[src/rtl/core/positional_insert_delete_array_assert.svh]
// assertion macros for the positional insert/delete array
`ifndef POSITIONAL_INSERT_DELETE_ARRAY_ASSERT_SVH
`define POSITIONAL_INSERT_DELETE_ARRAY_ASSERT_SVH

// same-cycle implication, sampled on clock, off during reset
`define PIDA_ASSERT_NOW(lbl, ante, cons, msg) \
   lbl: assert property (@(posedge clock) disable iff (reset) (ante) |-> (cons)) \
      else $error(msg);

// next-cycle implication, sampled on clock, off during reset
`define PIDA_ASSERT_NEXT(lbl, ante, cons, msg) \
   lbl: assert property (@(posedge clock) disable iff (reset) (ante) |=> (cons)) \
      else $error(msg);

`endif

[src/rtl/core/pida_pkg.sv]
// types and constants shared by the positional insert/delete array
package pida_pkg;

   localparam int CMD_W  = 3;
   localparam int POS_W  = 6;
   localparam int WORD_W = 32;
   localparam int STAT_W = 2;
   localparam int FILL_W = 5;
   // slot and count width inside the cell chain, enough for up to 64 entries
   localparam int CTL_W  = 7;

   localparam logic [CMD_W-1:0] CMD_INS_AT    = 3'd0;
   localparam logic [CMD_W-1:0] CMD_INS_FIRST = 3'd1;
   localparam logic [CMD_W-1:0] CMD_INS_LAST  = 3'd2;
   localparam logic [CMD_W-1:0] CMD_DEL_AT    = 3'd3;
   localparam logic [CMD_W-1:0] CMD_SHOW      = 3'd4;

   localparam logic [STAT_W-1:0] ST_OK     = 2'd0;
   localparam logic [STAT_W-1:0] ST_FULL   = 2'd1;
   localparam logic [STAT_W-1:0] ST_BADPOS = 2'd2;
   localparam logic [STAT_W-1:0] ST_EMPTY  = 2'd3;

   localparam logic [1:0] CELL_HOLD = 2'd0;
   localparam logic [1:0] CELL_INS  = 2'd1;
   localparam logic [1:0] CELL_DEL  = 2'd2;
   localparam logic [1:0] CELL_ROT  = 2'd3;

   typedef struct packed {
      logic [CMD_W-1:0]         command;
      logic [POS_W-1:0]         position;
      logic signed [WORD_W-1:0] value;
   } req_type;

   typedef struct packed {
      logic signed [WORD_W-1:0] element;
      logic [STAT_W-1:0]        status;
      logic [FILL_W-1:0]        fill_count;
      logic                     last;
   } rsp_type;

   typedef struct packed {
      logic [1:0]               op;
      logic [CTL_W-1:0]         slot;
      logic [CTL_W-1:0]         count;
      logic signed [WORD_W-1:0] value;
      logic signed [WORD_W-1:0] head;
   } cell_ctl_type;

endpackage

[src/rtl/core/pida_if.sv]
// valid/ready channel interfaces for commands and result items
interface pida_req_if import pida_pkg::*; ();
   logic    valid;
   logic    ready;
   req_type data;

   modport source (output valid, output data, input ready);
   modport sink (input valid, input data, output ready);
endinterface

interface pida_rsp_if import pida_pkg::*; ();
   logic    valid;
   logic    ready;
   rsp_type data;

   modport source (output valid, output data, input ready);
   modport sink (input valid, input data, output ready);
endinterface

[src/rtl/core/positional_insert_delete_array.sv]
// Positional insert/delete array: ordered store of signed words in a chain of cells.
//
// req_ch carries one command per item (insert at position, insert first, insert
// last, delete at position, display). rsp_ch returns result items with the stored
// word (display only), a status, the fill count after the command and a last flag.
// Both channels move an item when valid and ready are high at a rising clock edge.
//
// Insert and delete shift the cells from the target position on by one place in
// the cycle the command is taken; its single result item is visible the next
// cycle. A command is taken every cycle while rsp_ch keeps up, so insert/delete
// run at one item per cycle. Display of n entries rotates the cell chain once per
// result item loaded and gives n result items, after which the chain is back in
// order; req_ch is held off until the last of those items has been loaded.
//
// A stalled rsp_ch holds its item in the output register; req_ch and the display
// rotation wait until it is free. Synchronous reset empties the array (count zero)
// and drops any pending result; the cell contents are not cleared.
module positional_insert_delete_array import pida_pkg::*; #(
   parameter int CAPACITY = 16
) (
   input logic        clock,
   input logic        reset,
   pida_req_if.sink   req_ch,
   pida_rsp_if.source rsp_ch
);

   `include "positional_insert_delete_array_assert.svh"

   localparam int            CW    = $clog2(CAPACITY + 1);
   localparam logic [CW-1:0] CAP_C = CW'(CAPACITY);
   localparam logic          S_IDLE = 1'b0;
   localparam logic          S_SHOW = 1'b1;

   logic                     state_ff, state_in;
   logic [CW-1:0]            count_ff, count_in;
   logic [CW-1:0]            idx_ff, idx_in;
   logic                     rsp_valid_ff, rsp_valid_in;
   rsp_type                  rsp_data_ff, rsp_data_in;

   logic                     out_free;
   logic                     req_accept;
   logic                     show_load;
   logic [CTL_W-1:0]         cnt_x;
   logic [CTL_W-1:0]         eff_pos;
   cell_ctl_type             ctl;
   logic signed [WORD_W-1:0] cell_data [CAPACITY];

   assign out_free     = !rsp_valid_ff || rsp_ch.ready;
   assign req_ch.ready = (state_ff == S_IDLE) && out_free;
   assign req_accept   = req_ch.valid && req_ch.ready;
   assign show_load    = (state_ff == S_SHOW) && out_free;
   assign cnt_x        = CTL_W'(count_ff);

   always_comb begin
      case (req_ch.data.command)
         CMD_INS_FIRST: eff_pos = CTL_W'(1);
         CMD_INS_LAST:  eff_pos = cnt_x + CTL_W'(1);
         default:       eff_pos = CTL_W'(req_ch.data.position);
      endcase
   end

   always_comb begin
      state_in     = state_ff;
      count_in     = count_ff;
      idx_in       = idx_ff;
      rsp_valid_in = rsp_valid_ff && !rsp_ch.ready;
      rsp_data_in  = rsp_data_ff;
      ctl.op       = CELL_HOLD;
      ctl.slot     = eff_pos - CTL_W'(1);
      ctl.count    = cnt_x;
      ctl.value    = req_ch.data.value;
      ctl.head     = cell_data[0];

      if (req_accept) begin
         rsp_data_in.element = '0;
         rsp_data_in.status  = ST_OK;
         rsp_data_in.last    = 1'b1;
         rsp_valid_in        = 1'b1;
         case (req_ch.data.command)
            CMD_INS_AT, CMD_INS_FIRST, CMD_INS_LAST: begin
               if (count_ff == CAP_C) begin
                  rsp_data_in.status = ST_FULL;
               end else if (eff_pos == '0 || eff_pos > cnt_x + CTL_W'(1)) begin
                  rsp_data_in.status = ST_BADPOS;
               end else begin
                  ctl.op   = CELL_INS;
                  count_in = count_ff + CW'(1);
               end
            end
            CMD_DEL_AT: begin
               if (count_ff == '0) begin
                  rsp_data_in.status = ST_EMPTY;
               end else if (eff_pos == '0 || eff_pos > cnt_x) begin
                  rsp_data_in.status = ST_BADPOS;
               end else begin
                  ctl.op   = CELL_DEL;
                  count_in = count_ff - CW'(1);
               end
            end
            CMD_SHOW: begin
               if (count_ff == '0) begin
                  rsp_data_in.status = ST_EMPTY;
               end else begin
                  // words leave from the head while the chain rotates
                  rsp_valid_in = rsp_valid_ff && !rsp_ch.ready;
                  state_in     = S_SHOW;
                  idx_in       = '0;
               end
            end
            default: begin
               rsp_data_in.status = ST_OK;
            end
         endcase
         rsp_data_in.fill_count = FILL_W'(count_in);
      end else if (show_load) begin
         ctl.op                 = CELL_ROT;
         rsp_valid_in           = 1'b1;
         rsp_data_in.element    = cell_data[0];
         rsp_data_in.status     = ST_OK;
         rsp_data_in.fill_count = FILL_W'(count_ff);
         rsp_data_in.last       = (idx_ff == count_ff - CW'(1));
         idx_in                 = idx_ff + CW'(1);
         if (idx_ff == count_ff - CW'(1)) begin
            state_in = S_IDLE;
         end
      end
   end

   for (genvar i = 0; i < CAPACITY; i++) begin : g_cell
      logic signed [WORD_W-1:0] left_d;
      logic signed [WORD_W-1:0] right_d;
      if (i == 0) begin : g_first
         assign left_d = '0;
      end else begin : g_mid_l
         assign left_d = cell_data[i-1];
      end
      if (i == CAPACITY - 1) begin : g_end
         assign right_d = '0;
      end else begin : g_mid_r
         assign right_d = cell_data[i+1];
      end
      pida_cell #(.IDX(i)) u_cell (
         .clock      (clock),
         .ctl        (ctl),
         .left_data  (left_d),
         .right_data (right_d),
         .data       (cell_data[i])
      );
   end

   always_ff @(posedge clock) begin
      if (reset) begin
         state_ff     <= S_IDLE;
         count_ff     <= '0;
         idx_ff       <= '0;
         rsp_valid_ff <= 1'b0;
      end else begin
         state_ff     <= state_in;
         count_ff     <= count_in;
         idx_ff       <= idx_in;
         rsp_valid_ff <= rsp_valid_in;
      end
   end

   always_ff @(posedge clock) begin
      rsp_data_ff <= rsp_data_in;
   end

   assign rsp_ch.valid = rsp_valid_ff;
   assign rsp_ch.data  = rsp_data_ff;

   `PIDA_ASSERT_NOW(a_count_cap, 1'b1, count_ff <= CAP_C, "fill count above capacity")
   `PIDA_ASSERT_NOW(a_no_req_in_show, state_ff == S_SHOW, !req_accept, "item taken during display")
   `PIDA_ASSERT_NEXT(a_count_held, state_ff == S_SHOW, count_ff == $past(count_ff), "count moved during display")
   `PIDA_ASSERT_NEXT(a_show_ends, show_load && rsp_data_in.last, state_ff == S_IDLE && rsp_valid_ff, "display did not finish on last word")
   `PIDA_ASSERT_NOW(a_show_idx, state_ff == S_SHOW, idx_ff < count_ff, "display index past fill count")

endmodule

[src/rtl/core/pida_cell.sv]
// one storage cell of the entry chain
module pida_cell import pida_pkg::*; #(
   parameter int IDX = 0
) (
   input  logic                     clock,
   input  cell_ctl_type             ctl,
   input  logic signed [WORD_W-1:0] left_data,
   input  logic signed [WORD_W-1:0] right_data,
   output logic signed [WORD_W-1:0] data
);

   localparam logic [CTL_W-1:0] IDX_L = CTL_W'(IDX);
   localparam logic [CTL_W-1:0] IDX_N = CTL_W'(IDX + 1);

   logic signed [WORD_W-1:0] data_ff;
   logic signed [WORD_W-1:0] data_in;

   always_comb begin
      data_in = data_ff;
      case (ctl.op)
         CELL_INS: begin
            if (IDX_L == ctl.slot) begin
               data_in = ctl.value;
            end else if (IDX_L > ctl.slot) begin
               data_in = left_data;
            end
         end
         CELL_DEL: begin
            if (IDX_L >= ctl.slot) begin
               data_in = right_data;
            end
         end
         CELL_ROT: begin
            // last stored cell wraps round to the head
            if (IDX_N < ctl.count) begin
               data_in = right_data;
            end else if (IDX_N == ctl.count) begin
               data_in = ctl.head;
            end
         end
         default: begin
            data_in = data_ff;
         end
      endcase
   end

   always_ff @(posedge clock) begin
      data_ff <= data_in;
   end

   assign data = data_ff;

endmodule
[src/flat_wrapper.sv]
// flat-port wrapper written by rule: the top's interface ports become plain ports
module positional_insert_delete_array_flat import pida_pkg::*;
#(
   parameter int CAPACITY = 16
)
  (clock, reset, req_ch_valid, req_ch_data, req_ch_ready, rsp_ch_valid, rsp_ch_data, rsp_ch_ready);
  pida_req_if req_ch_i ();
  pida_rsp_if rsp_ch_i ();
  input logic clock;
  input logic reset;
  input wire logic [$bits(req_ch_i.valid)-1:0] req_ch_valid;
  input wire logic [$bits(req_ch_i.data)-1:0] req_ch_data;
  output wire logic [$bits(req_ch_i.ready)-1:0] req_ch_ready;
  output wire logic [$bits(rsp_ch_i.valid)-1:0] rsp_ch_valid;
  output wire logic [$bits(rsp_ch_i.data)-1:0] rsp_ch_data;
  input wire logic [$bits(rsp_ch_i.ready)-1:0] rsp_ch_ready;
  assign req_ch_i.valid = req_ch_valid;
  assign req_ch_i.data = req_ch_data;
  assign req_ch_ready = req_ch_i.ready;
  assign rsp_ch_valid = rsp_ch_i.valid;
  assign rsp_ch_data = rsp_ch_i.data;
  assign rsp_ch_i.ready = rsp_ch_ready;
  positional_insert_delete_array #(.CAPACITY(CAPACITY)) u_core (.clock(clock), .reset(reset), .req_ch(req_ch_i), .rsp_ch(rsp_ch_i));
endmodule
[config.mk]
export PLATFORM = sky130hd
export DESIGN_NAME = positional_insert_delete_array_flat
export DESIGN_NICKNAME = d
export VERILOG_FILES = /design/src/rtl/core/pida_pkg.sv /design/src/rtl/core/pida_if.sv /design/src/rtl/core/positional_insert_delete_array.sv /design/src/rtl/core/pida_cell.sv /design/src/flat_wrapper.sv
export VERILOG_INCLUDE_DIRS = /design/src /design/src/rtl/core
export SDC_FILE = /design/constraint.sdc
export NUM_CORES = 2
export LEC_CHECK = 0
export BUFFER_PORTS_ARGS = -buffer_cell sky130_fd_sc_hd__buf_2
export CAP_MARGIN = 0
export CORE_UTILIZATION = 49
export DETAILED_ROUTE_END_ITERATION = 6
export GPL_TIMING_DRIVEN = 0
export PLACE_DENSITY = 0.65
export REMOVE_ABC_BUFFERS = 1
export SLEW_MARGIN = 30
export SYNTH_ARGS = -nofsm -noshare
export SYNTH_HDL_FRONTEND = slang
export SYNTH_SLANG_ARGS = --single-unit
[constraint.sdc]
create_clock -name clock -period 8.83 [get_ports clock]
set_input_delay 0.883 -clock clock [delete_from_list [all_inputs] [get_ports clock]]
set_output_delay 0.883 -clock clock [all_outputs]
set_load 0.01 [all_outputs]
==> impl_metrics.json <==
{
  "startpoint_type": "register",
  "cp-end-kind": "register",
  "final_layout_size_suffix_gt1_share_pct": 15.7,
  "status": "complete, but fails checks",
  "synth-edff-count": 519,
  "cp_slowest_cell": "dfxtp_1",
  "antenna_found_initial": 3,
  "nets": 2885,
  "clkPwrFrac_pct": 43.6,
  "hold_violations": 0,
  "critPathMaxStageDelay_ns": 0.83,
  "rr_worst_depth": 19,
  "path_clk_slew_ns": 0.06,
  "crit_chain": "inv_1 > ha_1 > nor2b_1 > a221o_1 > ha_1 > nand4_1 > nor4_1 > o32ai_4 > buf_6 > buf_6 > o21ai_4 > buf_16 > buf_16 > buf_16 > buf_8 > buf_16 > buf_16 > nor2_1 > a221o_1",
  "numPortBuffers": 86,
  "synthFlopType": "edfxtp_1",
  "crit_arrival_ns": 6.93,
  "failed_checks": "DRC",
  "cap_violations": 0,
  "place_ws_ns": 2.65,
  "path_class": "register to register",
  "path_max_fanout": 29,
  "fin_crit_sh_pct": 74.2,
  "die_area_um2": 65700,
  "routed_wl_um": 113000,
  "first_pass_iters": 7,
  "ys_warn_count": 0,
  "holdWs_ns": 0.450,
  "drtIter0Drc": 3830,
  "die_height_um": 256,
  "hpwl_um": 79900,
  "gp_congestion": 0.867,
  "ant_nets": 0,
  "clock.fmax_ghz": 0.153,
  "finalWorstSetupSlack_ns": 2.28,
  "syn_inst": 2826,
  "drcViolationCount": 2,
  "rsz0062_at_grt": "false",
  "core.rowCount": 92,
  "cts_tree": "yes",
  "pwr_density_cell_nw_per_um2": 165,
  "grt.overflow.total": 0,
  "cts-buffers-inserted": 61,
  "synth_common_cells": "edfxtp_1 (519), mux2i_1 (449), a22oi_1 (320)",
  "async_reset_ff_share_pct": 0,
  "combPwrFrac_pct": 8.7,
  "sw_frac_of_total_pct": 24.2,
  "via_count": 26689,
  "start_util_pct": 49.9,
  "synth.ff_latch_count": 564,
  "first_global_vias": 26163,
  "synth_cell_types": 83,
  "syn_area_um2": 31700,
  "coreArea_um2": 63500,
  "netlist_top_cells_area": "edfxtp_1 (49%), mux2i_1 (14%), a22oi_1 (7.6%), o21ai_0 (4.4%), a221o_1 (4.1%)",
  "power.total_mw": 6.24,
  "finalSetupViolCount": 0,
  "critPathMostFrequentCell": "buf_16",
  "grt_use_total_pct": 33.5,
  "clock_path_buffers": 3,
  "seq_power_share_pct": 47.7,
  "irDropWorstVdd_mv": 0.181,
  "required_ns": 9.21,
  "viasPerCell": 7.17,
  "yosysMostFrequentCell": "edfxtp_1",
  "cts.sinks": 564,
  "synth_top_area_share_pct": 49.2,
  "final.min_clock_period_ns": 6.55,
  "grt_pass1_wl_um": 168000,
  "seq_area_frac_synth_pct": 52.0,
  "ctsHtreeMaxLevel": 2,
  "cts_setup_buffers": 0,
  "area_growth_pct": 19.5,
  "routedWlPerCell_um": 30.4,
  "p_leak_nw": 13.9,
  "die_x_um": 256,
  "slew_viol_final": 0,
  "io_pins": 87,
  "p_sw_mw": 1.51,
  "cts_resized": 0,
  "power.internal_mw": 4.73,
  "worstMarginPinSlew_ns": 0.949,
  "holdBufCountCts": 0,
  "syn_avg_cell_area_um2": 11.2,
  "fin_skew_ns": 0.0387,
  "slew_headroom_pct": 36.2,
  "hold_path.class": "register to register",
  "grt_max_degree": 34,
  "clock_latency_ns": 0.66,
  "whs_path_depth": 2,
  "post-synth-top-area-cell": "edfxtp_1",
  "clockRootBuffer": "clkbuf_16"
}
## cell type report
cell class | instances | area, um^2
antenna | 1 | 2.50
clock buffer | 77 | 1620
clock inverter | 39 | 467
fill | 4999 | 25600
inverter | 22 | 82.6
multi-input combinational | 1903 | 14400
sequential | 564 | 16500
tap | 846 | 1060
timing repair buffer | 272 | 3800
## worst max-delay path: cells and delay by family (launching register included)
kind	cells	cell delay (ns)
compound gates	4	1.51
fa+ha+maj	2	0.95
simple gates	4	0.93
buf+inv	9	2.00
flops	1	0.83
## power by group through the flow
stage	Clock, mW	Sequential [mW]	Combinational [mW]
finish	2.72	2.98	0.542
global route	2.84	2.98	0.568
CTS	2.74	2.97	0.528
detailed placement	0	3.03	0.524
global placement	0	3.04	0.447
floorplan	0	3.03	0.274
## cells in the final DEF (no fill, tap or decap), types with 7 or more instances in the layout
| cell type | synthesis | routed |
|---|---|---|
| a221o_1 | 131 | 131 |
| nand4_1 | 9 | 9 |
| ha_1 | 16 | 16 |
| xnor2_1 | 9 | 8 |
| clkbuf_1 | 221 | 13 |
| nor2_4 | 0 | 7 |
| nor3_2 | 1 | 7 |
| buf_16 | 0 | 74 |
| o21ai_4 | 0 | 17 |
| clkinv_2 | 0 | 12 |
| buf_8 | 0 | 37 |
| nor3_1 | 21 | 15 |
| a22o_1 | 32 | 32 |
| a21oi_1 | 24 | 22 |
| bufinv_16 | 0 | 10 |
| and2b_1 | 7 | 7 |
| o21ai_0 | 279 | 277 |
| inv_1 | 18 | 18 |
| clkbuf_16 | 0 | 61 |
| nor2_1 | 140 | 133 |
| buf_4 | 8 | 41 |
| nor2b_1 | 30 | 30 |
| nand3_1 | 50 | 46 |
| o21ai_1 | 110 | 96 |
| edfxtp_1 | 519 | 519 |
| clkinv_1 | 1 | 11 |
| o22ai_4 | 0 | 7 |
| nand2b_1 | 8 | 8 |
| a22oi_1 | 320 | 320 |
| buf_2 | 58 | 86 |
| mux2i_1 | 449 | 449 |
| buf_6 | 4 | 24 |
| nand2_1 | 129 | 128 |
| dfxtp_1 | 45 | 44 |
| buf_12 | 0 | 10 |
## cell families (layout without fill, tap and decap cells)
family,after synthesis,after routing,synth area share [%]
compound gates,993,993,21.8
xor+xnor,15,15,0.414
fa+ha+maj,16,16,0.631
buf+inv,359,410,4.67
flops,564,564,52.0
mux,451,451,14.2
other cells,0,1,0
simple gates,428,428,6.20
## layer usage
metal	wire length, um	global-route usage [%]	vias to the layer above
li1	-	-	11094
met1	44100	44.6	13205
met2	50700	51.5	1976
met3	12500	7.22	414
met4	5950	16.9	0
met5	0	0	-
## path summary, 6_finish.rpt
check                                       startpoint                           endpoint  slack (ns)
worst min-delay path            u_core.rsp_ch.data[32]             u_core.rsp_ch.data[32]        0.45
worst max-delay path                u_core.count_ff[1]  u_core.g_cell[11].u_cell.data[11]        2.28
worst min register to register  u_core.rsp_ch.data[32]             u_core.rsp_ch.data[32]        0.45
worst max register to register      u_core.count_ff[1]  u_core.g_cell[11].u_cell.data[11]        2.28
## registers in the layout (all words and copies together), names as in the netlist
| name | cells |
|---|---|
| u_core.rsp_ch.valid | 1 |
| u_core.rsp_ch.data | 40 |
| u_core.state_ff | 1 |
| u_core.count_ff | 5 |
| u_core.idx_ff | 5 |
| u_core.g_cell.u_cell.data | 512 |
## per-stage QoR
stage	area, um^2	std cells	util, %	setup TNS (ns)
after global routing	37900	3724	59.6	0
after detailed placement	35800	3607	56.4	0
after floorplan	30300	2489	-	-1555.16
after global placement	31800	3421	50.0	-5725.39
after CTS	37900	3723	59.6	0
final	37900	3724	59.6	0
No activity file was read; power rests on OpenSTA's default activity.
